File: src/sv/jhd_pkg.sv
package jhd_pkg;

   localparam int BLOCK_COEFFS = 64;
   localparam int MAX_CODE_LEN = 16;
   localparam int POS_W        = 6;
   localparam int COUNT_W      = 7;

   localparam logic [7:0]  ZRL_SYMBOL = 8'd240;
   localparam logic [7:0]  EOB_SYMBOL = 8'd0;
   localparam logic [6:0]  ZRL_LENGTH = 7'd16;
   localparam logic [16:0] NO_CODE    = 17'h1ffff;

   typedef enum logic [2:0] {
      FUNC_DC_COUNT  = 3'd0,
      FUNC_AC_COUNT  = 3'd1,
      FUNC_DC_SYMBOL = 3'd2,
      FUNC_AC_SYMBOL = 3'd3,
      FUNC_DATA_BIT  = 3'd4
   } func_type;

   typedef enum logic [1:0] {
      STATUS_OK      = 2'd0,
      STATUS_NO_CODE = 2'd1,
      STATUS_OVERRUN = 2'd2
   } status_type;

   typedef enum logic {
      FE_RUN,
      FE_LOOKUP
   } fe_state_type;

   // one command: count zeros from pos, then optionally one coefficient
   typedef struct packed {
      logic [POS_W-1:0]   pos;
      logic [COUNT_W-1:0] count;
      logic               has_coef;
      logic [15:0]        coef;
      status_type         status;
   } cmd_type;

   function automatic cmd_type make_cmd(input logic [POS_W-1:0] pos,
                                        input logic [COUNT_W-1:0] count,
                                        input logic has_coef,
                                        input logic [15:0] coef,
                                        input status_type status);
      cmd_type c;
      c.pos      = pos;
      c.count    = count;
      c.has_coef = has_coef;
      c.coef     = coef;
      c.status   = status;
      return c;
   endfunction

endpackage

File: src/sv/jhd_front.sv
module jhd_front import jhd_pkg::*; #(
   parameter int AC_SYMBOL_DEPTH = 256,
   parameter int DC_SYMBOL_DEPTH = 16
) (
   input  logic       clock,
   input  logic       reset,
   input  logic       req_push,
   output logic       req_full,
   input  logic [2:0] req_func,
   input  logic [7:0] req_load_index,
   input  logic [7:0] req_load_value,
   input  logic       req_code_bit,
   input  logic       q_full,
   output logic       q_push,
   output cmd_type    q_cmd
);

   localparam int AC_AW = $clog2(AC_SYMBOL_DEPTH);
   localparam int DC_AW = $clog2(DC_SYMBOL_DEPTH);

   fe_state_type state_ff, state_in;
   logic [16:0] load_code_run_ff, load_code_run_in;
   logic [8:0]  load_offset_run_ff, load_offset_run_in;
   logic [15:0] code_accum_ff, code_accum_in;
   logic [3:0]  code_length_ff, code_length_in;
   logic [5:0]  block_position_ff, block_position_in;
   logic [3:0]  extra_remaining_ff, extra_remaining_in;
   logic [15:0] extra_value_ff, extra_value_in;
   logic [3:0]  pending_run_ff, pending_run_in;
   logic        reading_extra_ff, reading_extra_in;

   logic [16:0] max_code_ff [2*MAX_CODE_LEN];
   logic [15:0] min_code_ff [2*MAX_CODE_LEN];
   logic [8:0]  value_offset_ff [2*MAX_CODE_LEN];
   logic [7:0]  dc_mem [DC_SYMBOL_DEPTH];
   logic [7:0]  ac_mem [AC_SYMBOL_DEPTH];

   logic [7:0]  sym_rd_ff;
   logic        range_ok_ff;

   logic        accept;
   logic        match;
   logic        max_we, mo_we, dc_we, ac_we;
   logic [4:0]  tbl_addr;
   logic [16:0] max_wd;
   logic [15:0] min_wd;
   logic [8:0]  off_wd;
   logic [15:0] sidx;
   logic        sidx_ac_ok, sidx_dc_ok;

   // per-cycle temporaries of the decode path
   logic [16:0] run_base;
   logic [8:0]  off_base;
   logic [15:0] acc_n;
   logic [4:0]  dec_addr;
   logic [16:0] mx;
   logic [15:0] ev_n;
   logic [15:0] coef_v;
   logic [7:0]  sym;
   logic [3:0]  sym_run, sym_cat;
   logic [6:0]  p_ext;

   assign accept   = req_push && !req_full;
   assign req_full = !(state_ff == FE_RUN && !q_full);

   assign acc_n    = {code_accum_ff[14:0], req_code_bit};
   assign dec_addr = {block_position_ff != 6'd0, code_length_ff};
   assign mx       = max_code_ff[dec_addr];
   assign sidx     = 16'(16'(value_offset_ff[dec_addr]) + acc_n - min_code_ff[dec_addr]);
   assign sidx_ac_ok = 32'(sidx) < AC_SYMBOL_DEPTH;
   assign sidx_dc_ok = 32'(sidx) < DC_SYMBOL_DEPTH;
   assign match    = accept && req_func == FUNC_DATA_BIT && !reading_extra_ff
                     && !mx[16] && !({1'b0, acc_n} > mx);

   // next state
   always_comb begin
      state_in = state_ff;
      unique case (state_ff)
         FE_RUN:    if (match) state_in = FE_LOOKUP;
         FE_LOOKUP: state_in = FE_RUN;
         default:   state_in = FE_RUN;
      endcase
   end

   // datapath and outputs
   always_comb begin
      load_code_run_in   = load_code_run_ff;
      load_offset_run_in = load_offset_run_ff;
      code_accum_in      = code_accum_ff;
      code_length_in     = code_length_ff;
      block_position_in  = block_position_ff;
      extra_remaining_in = extra_remaining_ff;
      extra_value_in     = extra_value_ff;
      pending_run_in     = pending_run_ff;
      reading_extra_in   = reading_extra_ff;
      q_push   = 1'b0;
      q_cmd    = make_cmd('0, '0, 1'b0, '0, STATUS_OK);
      max_we   = 1'b0;
      mo_we    = 1'b0;
      dc_we    = 1'b0;
      ac_we    = 1'b0;
      tbl_addr = {req_func[0], req_load_index[3:0]};
      max_wd   = NO_CODE;
      min_wd   = '0;
      off_wd   = '0;
      run_base = '0;
      off_base = '0;
      ev_n     = '0;
      coef_v   = '0;
      sym      = range_ok_ff ? sym_rd_ff : 8'd0;
      sym_run  = sym[7:4];
      sym_cat  = sym[3:0];
      p_ext    = {1'b0, block_position_ff};

      if (state_ff == FE_RUN && accept) begin
         unique case (req_func)
            FUNC_DC_COUNT, FUNC_AC_COUNT: begin
               if (req_load_index[7:4] == 4'd0) begin
                  run_base = (req_load_index[3:0] == 4'd0) ? 17'd0 : load_code_run_ff;
                  off_base = (req_load_index[3:0] == 4'd0) ? 9'd0 : load_offset_run_ff;
                  max_we   = 1'b1;
                  if (req_load_value != 8'd0) begin
                     mo_we  = 1'b1;
                     min_wd = run_base[15:0];
                     max_wd = 17'(run_base + 17'(req_load_value) - 17'd1);
                     off_wd = off_base;
                     load_code_run_in   = 17'((run_base + 17'(req_load_value)) << 1);
                     load_offset_run_in = 9'(off_base + 9'(req_load_value));
                  end else begin
                     load_code_run_in   = 17'(run_base << 1);
                     load_offset_run_in = off_base;
                  end
               end
            end
            FUNC_DC_SYMBOL: dc_we = 32'(req_load_index) < DC_SYMBOL_DEPTH;
            FUNC_AC_SYMBOL: ac_we = 32'(req_load_index) < AC_SYMBOL_DEPTH;
            FUNC_DATA_BIT: begin
               if (reading_extra_ff) begin
                  if (extra_value_ff == 16'd0)
                     ev_n = req_code_bit ? 16'h0001 : 16'hfffe;
                  else
                     ev_n = {extra_value_ff[14:0], req_code_bit};
                  extra_value_in     = ev_n;
                  extra_remaining_in = 4'(extra_remaining_ff - 4'd1);
                  if (extra_remaining_ff == 4'd1) begin
                     // negative values carry a set top bit, add one
                     coef_v = ev_n[15] ? 16'(ev_n + 16'd1) : ev_n;
                     q_push = 1'b1;
                     q_cmd  = make_cmd(block_position_ff, 7'(pending_run_ff), 1'b1,
                                       coef_v, STATUS_OK);
                     block_position_in  = 6'(block_position_ff + 6'(pending_run_ff) + 6'd1);
                     reading_extra_in   = 1'b0;
                     extra_remaining_in = '0;
                     extra_value_in     = '0;
                     pending_run_in     = '0;
                  end
               end else if (match) begin
                  code_accum_in  = '0;
                  code_length_in = '0;
               end else if (code_length_ff == 4'(MAX_CODE_LEN - 1)) begin
                  q_push = 1'b1;
                  q_cmd  = make_cmd(block_position_ff, '0, 1'b1, '0, STATUS_NO_CODE);
                  code_accum_in     = '0;
                  code_length_in    = '0;
                  block_position_in = '0;
               end else begin
                  code_accum_in  = acc_n;
                  code_length_in = 4'(code_length_ff + 4'd1);
               end
            end
            default: ;
         endcase
      end else if (state_ff == FE_LOOKUP) begin
         if (block_position_ff == 6'd0) begin
            if (sym_cat == 4'd0) begin
               q_push = 1'b1;
               q_cmd  = make_cmd('0, '0, 1'b1, '0, STATUS_OK);
               block_position_in = 6'd1;
            end else begin
               reading_extra_in   = 1'b1;
               extra_remaining_in = sym_cat;
               extra_value_in     = '0;
               pending_run_in     = '0;
            end
         end else if (sym == ZRL_SYMBOL) begin
            q_push = 1'b1;
            if (p_ext + ZRL_LENGTH > 7'(BLOCK_COEFFS)) begin
               q_cmd = make_cmd(block_position_ff, '0, 1'b1, '0, STATUS_OVERRUN);
               block_position_in = '0;
            end else begin
               q_cmd = make_cmd(block_position_ff, ZRL_LENGTH, 1'b0, '0, STATUS_OK);
               block_position_in = 6'(p_ext + ZRL_LENGTH);
            end
         end else if (sym == EOB_SYMBOL) begin
            q_push = 1'b1;
            q_cmd  = make_cmd(block_position_ff, 7'(7'(BLOCK_COEFFS) - p_ext), 1'b0, '0,
                              STATUS_OK);
            block_position_in = '0;
         end else if (p_ext + 7'(sym_run) > 7'(BLOCK_COEFFS - 1)) begin
            q_push = 1'b1;
            q_cmd  = make_cmd(block_position_ff, '0, 1'b1, '0, STATUS_OVERRUN);
            block_position_in = '0;
         end else if (sym_cat == 4'd0) begin
            q_push = 1'b1;
            q_cmd  = make_cmd(block_position_ff, 7'(7'(sym_run) + 7'd1), 1'b0, '0,
                              STATUS_OK);
            block_position_in = 6'(block_position_ff + 6'(sym_run) + 6'd1);
         end else begin
            reading_extra_in   = 1'b1;
            extra_remaining_in = sym_cat;
            extra_value_in     = '0;
            pending_run_in     = sym_run;
         end
      end
   end

   always_ff @(posedge clock) begin
      if (reset) begin
         state_ff           <= FE_RUN;
         load_code_run_ff   <= '0;
         load_offset_run_ff <= '0;
         code_accum_ff      <= '0;
         code_length_ff     <= '0;
         block_position_ff  <= '0;
         extra_remaining_ff <= '0;
         extra_value_ff     <= '0;
         pending_run_ff     <= '0;
         reading_extra_ff   <= 1'b0;
         for (int i = 0; i < 2*MAX_CODE_LEN; i++) max_code_ff[i] <= NO_CODE;
      end else begin
         state_ff           <= state_in;
         load_code_run_ff   <= load_code_run_in;
         load_offset_run_ff <= load_offset_run_in;
         code_accum_ff      <= code_accum_in;
         code_length_ff     <= code_length_in;
         block_position_ff  <= block_position_in;
         extra_remaining_ff <= extra_remaining_in;
         extra_value_ff     <= extra_value_in;
         pending_run_ff     <= pending_run_in;
         reading_extra_ff   <= reading_extra_in;
         if (max_we) max_code_ff[tbl_addr] <= max_wd;
      end
   end

   always_ff @(posedge clock) begin
      if (mo_we) begin
         min_code_ff[tbl_addr]     <= min_wd;
         value_offset_ff[tbl_addr] <= off_wd;
      end
   end

   // symbol memories: one write, one registered read
   always_ff @(posedge clock) begin
      if (dc_we) dc_mem[req_load_index[DC_AW-1:0]] <= req_load_value;
      if (match && block_position_ff == 6'd0 && sidx_dc_ok)
         sym_rd_ff <= dc_mem[sidx[DC_AW-1:0]];
      else if (match && block_position_ff != 6'd0 && sidx_ac_ok)
         sym_rd_ff <= ac_mem[sidx[AC_AW-1:0]];
   end

   always_ff @(posedge clock) begin
      if (ac_we) ac_mem[req_load_index[AC_AW-1:0]] <= req_load_value;
   end

   always_ff @(posedge clock) begin
      if (reset)
         range_ok_ff <= 1'b0;
      else if (match)
         range_ok_ff <= (block_position_ff == 6'd0) ? sidx_dc_ok : sidx_ac_ok;
   end

endmodule

File: src/sv/jhd_cmd_queue.sv
module jhd_cmd_queue import jhd_pkg::*; (
   input  logic    clock,
   input  logic    reset,
   input  logic    push,
   input  cmd_type push_cmd,
   output logic    full,
   input  logic    pop,
   output cmd_type head,
   output logic    empty
);

   cmd_type    slot_ff [2];
   logic       wptr_ff, wptr_in;
   logic       rptr_ff, rptr_in;
   logic [1:0] count_ff, count_in;

   assign full  = count_ff == 2'd2;
   assign empty = count_ff == 2'd0;
   assign head  = slot_ff[rptr_ff];

   always_comb begin
      wptr_in  = wptr_ff ^ push;
      rptr_in  = rptr_ff ^ pop;
      count_in = 2'(count_ff + 2'(push) - 2'(pop));
   end

   always_ff @(posedge clock) begin
      if (reset) begin
         wptr_ff  <= 1'b0;
         rptr_ff  <= 1'b0;
         count_ff <= '0;
      end else begin
         wptr_ff  <= wptr_in;
         rptr_ff  <= rptr_in;
         count_ff <= count_in;
      end
   end

   always_ff @(posedge clock) begin
      if (push) slot_ff[wptr_ff] <= push_cmd;
   end

endmodule

File: src/sv/jhd_back.sv
module jhd_back import jhd_pkg::*; (
   input  logic        clock,
   input  logic        reset,
   input  cmd_type     q_head,
   input  logic        q_empty,
   output logic        q_pop,
   output logic        rsp_empty,
   input  logic        rsp_pop,
   output logic [15:0] rsp_coefficient,
   output logic [5:0]  rsp_position,
   output logic        rsp_last_in_block,
   output logic [1:0]  rsp_status
);

   logic        busy_ff, busy_in;
   cmd_type     cur_ff, cur_in;
   logic        ov_ff, ov_in;
   logic [15:0] ocoef_ff, ocoef_in;
   logic [5:0]  opos_ff, opos_in;
   logic        olast_ff, olast_in;
   logic [1:0]  ostat_ff, ostat_in;
   logic        can_emit;

   assign can_emit = !ov_ff || rsp_pop;

   always_comb begin
      busy_in  = busy_ff;
      cur_in   = cur_ff;
      ov_in    = ov_ff && !rsp_pop;
      ocoef_in = ocoef_ff;
      opos_in  = opos_ff;
      olast_in = olast_ff;
      ostat_in = ostat_ff;
      q_pop    = 1'b0;
      if (!busy_ff) begin
         if (!q_empty) begin
            q_pop   = 1'b1;
            cur_in  = q_head;
            busy_in = 1'b1;
         end
      end else if (can_emit) begin
         ov_in = 1'b1;
         if (cur_ff.count != '0) begin
            // zero run
            ocoef_in     = '0;
            opos_in      = cur_ff.pos;
            olast_in     = cur_ff.pos == 6'(BLOCK_COEFFS - 1);
            ostat_in     = STATUS_OK;
            cur_in.pos   = 6'(cur_ff.pos + 6'd1);
            cur_in.count = 7'(cur_ff.count - 7'd1);
            if (cur_ff.count == 7'd1 && !cur_ff.has_coef) busy_in = 1'b0;
         end else begin
            ocoef_in = cur_ff.coef;
            opos_in  = cur_ff.pos;
            olast_in = cur_ff.pos == 6'(BLOCK_COEFFS - 1) || cur_ff.status != STATUS_OK;
            ostat_in = cur_ff.status;
            busy_in  = 1'b0;
         end
      end
   end

   always_ff @(posedge clock) begin
      if (reset) begin
         busy_ff <= 1'b0;
         ov_ff   <= 1'b0;
      end else begin
         busy_ff <= busy_in;
         ov_ff   <= ov_in;
      end
   end

   always_ff @(posedge clock) begin
      cur_ff   <= cur_in;
      ocoef_ff <= ocoef_in;
      opos_ff  <= opos_in;
      olast_ff <= olast_in;
      ostat_ff <= ostat_in;
   end

   assign rsp_empty         = !ov_ff;
   assign rsp_coefficient   = ocoef_ff;
   assign rsp_position      = opos_ff;
   assign rsp_last_in_block = olast_ff;
   assign rsp_status        = ostat_ff;

endmodule

File: src/sv/jpeg_huffman_block_decoder.sv
// baseline jpeg huffman block decoder, one compressed bit per input transfer. count loads
// (ascending code length, length one restarts the table) and symbol loads fill the dc and ac
// decode tables; data bits then produce the block's coefficients in zigzag order, each with
// its position, the one at position 63 and every error result flagged as last. a bit that
// completes a code moves the front end into a lookup state that uses the registered read of
// the symbol memory and takes no transfer. the back end takes a command from the queue in a
// step of its own and then emits its results one at a time, so a zero run or end of block
// holds the back end while the front end keeps taking bits until its two-entry command
// queue fills.
module jpeg_huffman_block_decoder import jhd_pkg::*; #(
   parameter int AC_SYMBOL_DEPTH = 256,
   parameter int DC_SYMBOL_DEPTH = 16
) (
   input  logic               clock,
   input  logic               reset,
   input  logic               req_push,
   output logic               req_full,
   input  logic [2:0]         req_func,
   input  logic [7:0]         req_load_index,
   input  logic [7:0]         req_load_value,
   input  logic               req_code_bit,
   output logic               rsp_empty,
   input  logic               rsp_pop,
   output logic signed [15:0] rsp_coefficient,
   output logic [5:0]         rsp_position,
   output logic               rsp_last_in_block,
   output logic [1:0]         rsp_status
);

   // commands from the decoder front end to the result sequencer
   logic    q_push, q_full, q_pop, q_empty;
   cmd_type q_cmd, q_head;
   logic [15:0] coef_bits;

   // front end: table loads, bit matching, symbol lookup, run classification
   jhd_front #(
      .AC_SYMBOL_DEPTH(AC_SYMBOL_DEPTH),
      .DC_SYMBOL_DEPTH(DC_SYMBOL_DEPTH)
   ) u_front (
      .clock          (clock),
      .reset          (reset),
      .req_push       (req_push),
      .req_full       (req_full),
      .req_func       (req_func),
      .req_load_index (req_load_index),
      .req_load_value (req_load_value),
      .req_code_bit   (req_code_bit),
      .q_full         (q_full),
      .q_push         (q_push),
      .q_cmd          (q_cmd)
   );

   jhd_cmd_queue u_queue (
      .clock    (clock),
      .reset    (reset),
      .push     (q_push),
      .push_cmd (q_cmd),
      .full     (q_full),
      .pop      (q_pop),
      .head     (q_head),
      .empty    (q_empty)
   );

   // back end: expands each command into result transfers through an output register
   jhd_back u_back (
      .clock             (clock),
      .reset             (reset),
      .q_head            (q_head),
      .q_empty           (q_empty),
      .q_pop             (q_pop),
      .rsp_empty         (rsp_empty),
      .rsp_pop           (rsp_pop),
      .rsp_coefficient   (coef_bits),
      .rsp_position      (rsp_position),
      .rsp_last_in_block (rsp_last_in_block),
      .rsp_status        (rsp_status)
   );

   assign rsp_coefficient = signed'(coef_bits);

   // the queue never takes a command it has no room for
   a_no_push_full: assert property (@(posedge clock) disable iff (reset)
      q_push |-> !q_full)
      else $error("command pushed into full queue");

   // an error result always closes the block
   a_error_last: assert property (@(posedge clock) disable iff (reset)
      (!rsp_empty && rsp_status != STATUS_OK) |-> rsp_last_in_block)
      else $error("error result without last flag");

   // an error result carries a zero coefficient
   a_error_zero: assert property (@(posedge clock) disable iff (reset)
      (!rsp_empty && rsp_status != STATUS_OK) |-> rsp_coefficient == 16'sd0)
      else $error("error result with nonzero coefficient");

endmodule

File: config.mk
export PLATFORM = sky130hd
export DESIGN_NAME = jpeg_huffman_block_decoder
export DESIGN_NICKNAME = d
export VERILOG_FILES = /design/src/sv/jhd_pkg.sv /design/src/sv/jhd_front.sv /design/src/sv/jhd_cmd_queue.sv /design/src/sv/jhd_back.sv /design/src/sv/jpeg_huffman_block_decoder.sv
export SDC_FILE = /design/constraint.sdc
export NUM_CORES = 2
export LEC_CHECK = 0
export ABC_AREA = 1
export BUFFER_PORTS_ARGS = -buffer_cell sky130_fd_sc_hd__buf_2
export CORE_ASPECT_RATIO = 1.1
export CORE_MARGIN = 2
export CORE_UTILIZATION = 58
export DETAILED_ROUTE_END_ITERATION = 6
export GPL_ROUTABILITY_DRIVEN = 0
export HOLD_SLACK_MARGIN = 0.15
export PLACE_DENSITY = 0.72
export SYNTH_ARGS = -nofsm -noshare
export SYNTH_HDL_FRONTEND = slang
export SYNTH_SLANG_ARGS = --single-unit
export TNS_END_PERCENT = 50
File: constraint.sdc
create_clock -name clock -period 5.75 [get_ports clock]
set_clock_uncertainty 0.2 [all_clocks]
set_input_delay 0.575 -clock clock [delete_from_list [all_inputs] [get_ports clock]]
set_output_delay 0.575 -clock clock [all_outputs]
set_load 0.03 [all_outputs]
==> reports/qor.yml <==
sta:
  tightest_slew_ns: 1.26
  hold_viol_final: 0
  finalSetupTns_ns: 0
  slew_violations: 0
  fin_crit_sh_pct: 98.3
  clock.fmax_mhz: 177
  layout_setup_ws_ns: 0.0971
  slew_headroom_pct: 16.1
  finalCriticalPeriod_ns: 5.65
  setup_viol: 0
status:
  status: "finished, violations left"
  violations: "DRC"
setup_path:
  slowest_delay_ns: 0.46
  worstPathMaxFanout: 44
  cp.arrival_ns: 6.20
  worst_setup_path_end_kind: "register"
  path_cells: "buf_12 -> buf_16 -> buf_6 -> o21ai_0 -> o22ai_1 -> nor2_1 -> nor2_1 -> o21ai_0 -> a32oi_1 -> fa_1 -> inv_1 -> ha_1 -> a21oi_1 -> nand2_1 -> xor2_4 -> clkinvlp_4 -> buf_4 -> nand3_1 -> nand3_1 -> nand3_1 -> nand2_1 -> o21ai_0 -> nand2_1"
  critPathLaunchType: "register"
  cp_slowest_cell: "dfxtp_4"
  path_class: "reg -> reg"
  required_ns: 6.30
yosys:
  synth_cell_type_count: 58
  yosys_warnings: 0
  syn-cell-area_um2: 154000
  synthArstFlopShare_pct: 0
  netlist_instances: 12862
  yosysSeqAreaShare_pct: 71.8
  ys_seq_elements: 3700
  synth_edf_count: 3617
  synth_ff_type: "edfxtp_1"
  syn_avg_cell_area_um2: 11.9
cts:
  cts_root_buf: "clkbuf_16"
  cts.sinks: 3700
  cts_buffers: 376
  clkTransAtPathRegs_ns: 0.06
  clk_latency_ns: 1.02
  clockBufferDepth: 4
  cts_max_level: 5
  cts_tree: "done"
floorplan:
  core-area_um2: 264000
  fp-row-count: 198
  die_area_um2: 269000
  die_w_um: 495
  start_util_pct: 58.2
  io_pins: 51
  fp.dieH_um: 544
final_layout:
  final_common_cell: "edfxtp_1"
  nets: 13133
  final_area_um2: 173000
  final_cell_mix: "3617 x edfxtp_1, 2483 x nor2_1, 1950 x o21ai_0"
  drive_gt1_share_pct: 10.7
  area_delta_synth_final_pct: 12.9
power_and_ir_drop:
  p_total_mw: 88.9
  ir_drop_uv: 860
  powerDensity_nw_per_um2: 512
  p_leak_nw: 57.8
run:
  max_cap_violations: 0
placement:
  port_buffers: 50
  postPlaceCellArea_um2: 161000
  dp_hpwl_um: 262000
  dp_slack_ns: 0.0110
detailed_routing:
  wl_um: 453000
  dr.pass1.iters: 7
  num_vias: 109767
  antenna_left: 0
  drcViolationCount: 1
  drt_iter0_drc: 16343
  wl_per_cell_um: 27.0
  vias_per_cell: 6.53
global_routing:
  antenna_found_initial: 14
  grt_pass1_wl_um: 661000
  grt_pass1_vias: 105116
  overflow: 0
  grt_usage_pct: 32.8
  grt_max_degree: 173
worst_hold_path:
  hp-class: "in -> reg"
-- through the flow --
stage | hold slack (ns) | cells | utilization [%]
6_report | 0.235 | 16802 | 65.7
5_1_grt | 0.234 | 16801 | 65.7
4_1_cts | 0.159 | 16781 | 65.5
3_5_place_dp | 0.247 | 16110 | 61.0
3_3_place_gp | 0.241 | 16110 | 61.0
2_1_floorplan | 0.226 | 12863 | -
-- flip-flops by register name, summed over array words and instances (netlist names), 6 cells and up --
| signal | flops |
|---|---|
| u_front.ac_mem | 2048 |
| u_front.max_code_ff | 544 |
| u_front.min_code_ff | 480 |
| u_front.value_offset_ff | 288 |
| u_front.dc_mem | 128 |
| u_queue.slot_ff | 64 |
| u_back.cur_ff | 32 |
| u_back.rsp_coefficient | 16 |
| u_front.extra_value_ff | 16 |
| u_front.load_code_run_ff | 16 |
| u_front.code_accum_ff | 15 |
| u_front.load_offset_run_ff | 9 |
| u_front.sym_rd_ff | 8 |
| u_back.rsp_position | 6 |
| u_front.block_position_ff | 6 |
-- timing repair --
| action | in CTS | in global routing |
|---|---|---|
| hold endpoints to repair | 451 | 0 |
| buffers inserted | 2 | 7 |
| cloned | 0 | 6 |
| gates resized for setup | 2 | 38 |
| pin swaps | 0 | 3 |
| setup endpoints to repair | 11 | 89 |
| hold buffers | 14 | 0 |
-- area by class of cell --
type / count / area, um2
clock inverter: 180 / 1770
inverter: 304 / 1240
tap: 3500 / 4380
multi-input combinational: 7893 / 39000
fill: 18535 / 90600
sequential: 3700 / 110000
antenna: 8 / 20.0
timing repair buffer: 742 / 6880
clock buffer: 475 / 9930
-- per-layer routing --
| layer | track usage, % | part of all wire [%] | vias to the layer above |
|---|---|---|---|
| met5 | 0 | 0.0075 | - |
| met4 | 18.5 | 6.3 | 6 |
| met3 | 6.53 | 12 | 1485 |
| met2 | 51.9 | 47 | 7651 |
| met1 | 42.7 | 35 | 53306 |
| li1 | - | - | 47319 |
-- synthesized netlist by cell type, drive strengths merged (19+ instances only) --
master,n,share of area [%]
nand3,492,1.6
nor3,27,0.094
a211oi,19,0.093
clkbuf,709,1.7
ha,79,0.64
a21oi,148,0.48
a31oi,51,0.21
nand4,180,0.74
o22ai,553,2.3
a32o,25,0.16
inv,299,0.73
xor2,30,0.18
o211ai,35,0.17
nand2,1295,3.2
o221ai,303,1.7
edfxtp,3617,71
buf,257,0.83
nor2,2579,6.4
o21ai,1988,6.5
dfxtp,83,1.1
-- cells by family (layout without fill, tap and decap cells) --
family | count (synthesis) | after routing | synth area share [%]
compound gates | 3165 | 3165 | 11.8
flops | 3700 | 3700 | 71.8
simple gates | 4591 | 4591 | 12.1
buf+inv | 1270 | 1701 | 3.30
fa+ha+maj | 92 | 92 | 0.813
mux | 6 | 6 | 0.0391
other cells | 1 | 10 | 0.00244
xor+xnor | 37 | 37 | 0.230
-- worst paths after layout --
path,start,end,slack [ns],cells after the start
max,u_front.code_length_ff[0]$_SDFFE_PP0P_,u_front.sym_rd_ff[3]$_DFFE_PP_,0.1,23
min,req_push,u_front.reading_extra_ff$_SDFFE_PP0P_,0.23,5
max reg2reg,u_front.code_length_ff[0]$_SDFFE_PP0P_,u_front.sym_rd_ff[3]$_DFFE_PP_,0.1,23
min reg2reg,u_back.cur_ff[30]$_DFFE_PP_,u_back.rsp_position[4]$_DFFE_PP_,0.26,0
-- worst max-delay path, delay by kind of cell, from the launching register on --
family	cells	cell delay (ns)
buffers and inverters	6	1.21
xor gates and xnor gates	1	0.36
and+or+nand+nor	8	1.31
adders and majority gates	2	0.72
AOI/OAI and AO/OA	6	1.08
DFF	1	0.46
-- report_power, final --
part | total [mW] | switching, mW | internal, mW
sequential | 29.9 | 0.104 | 29.8
clock | 23.7 | 10.0 | 13.7
combinational | 35.2 | 24.6 | 10.6
Note: power is estimated with default switching activity, not from simulation.
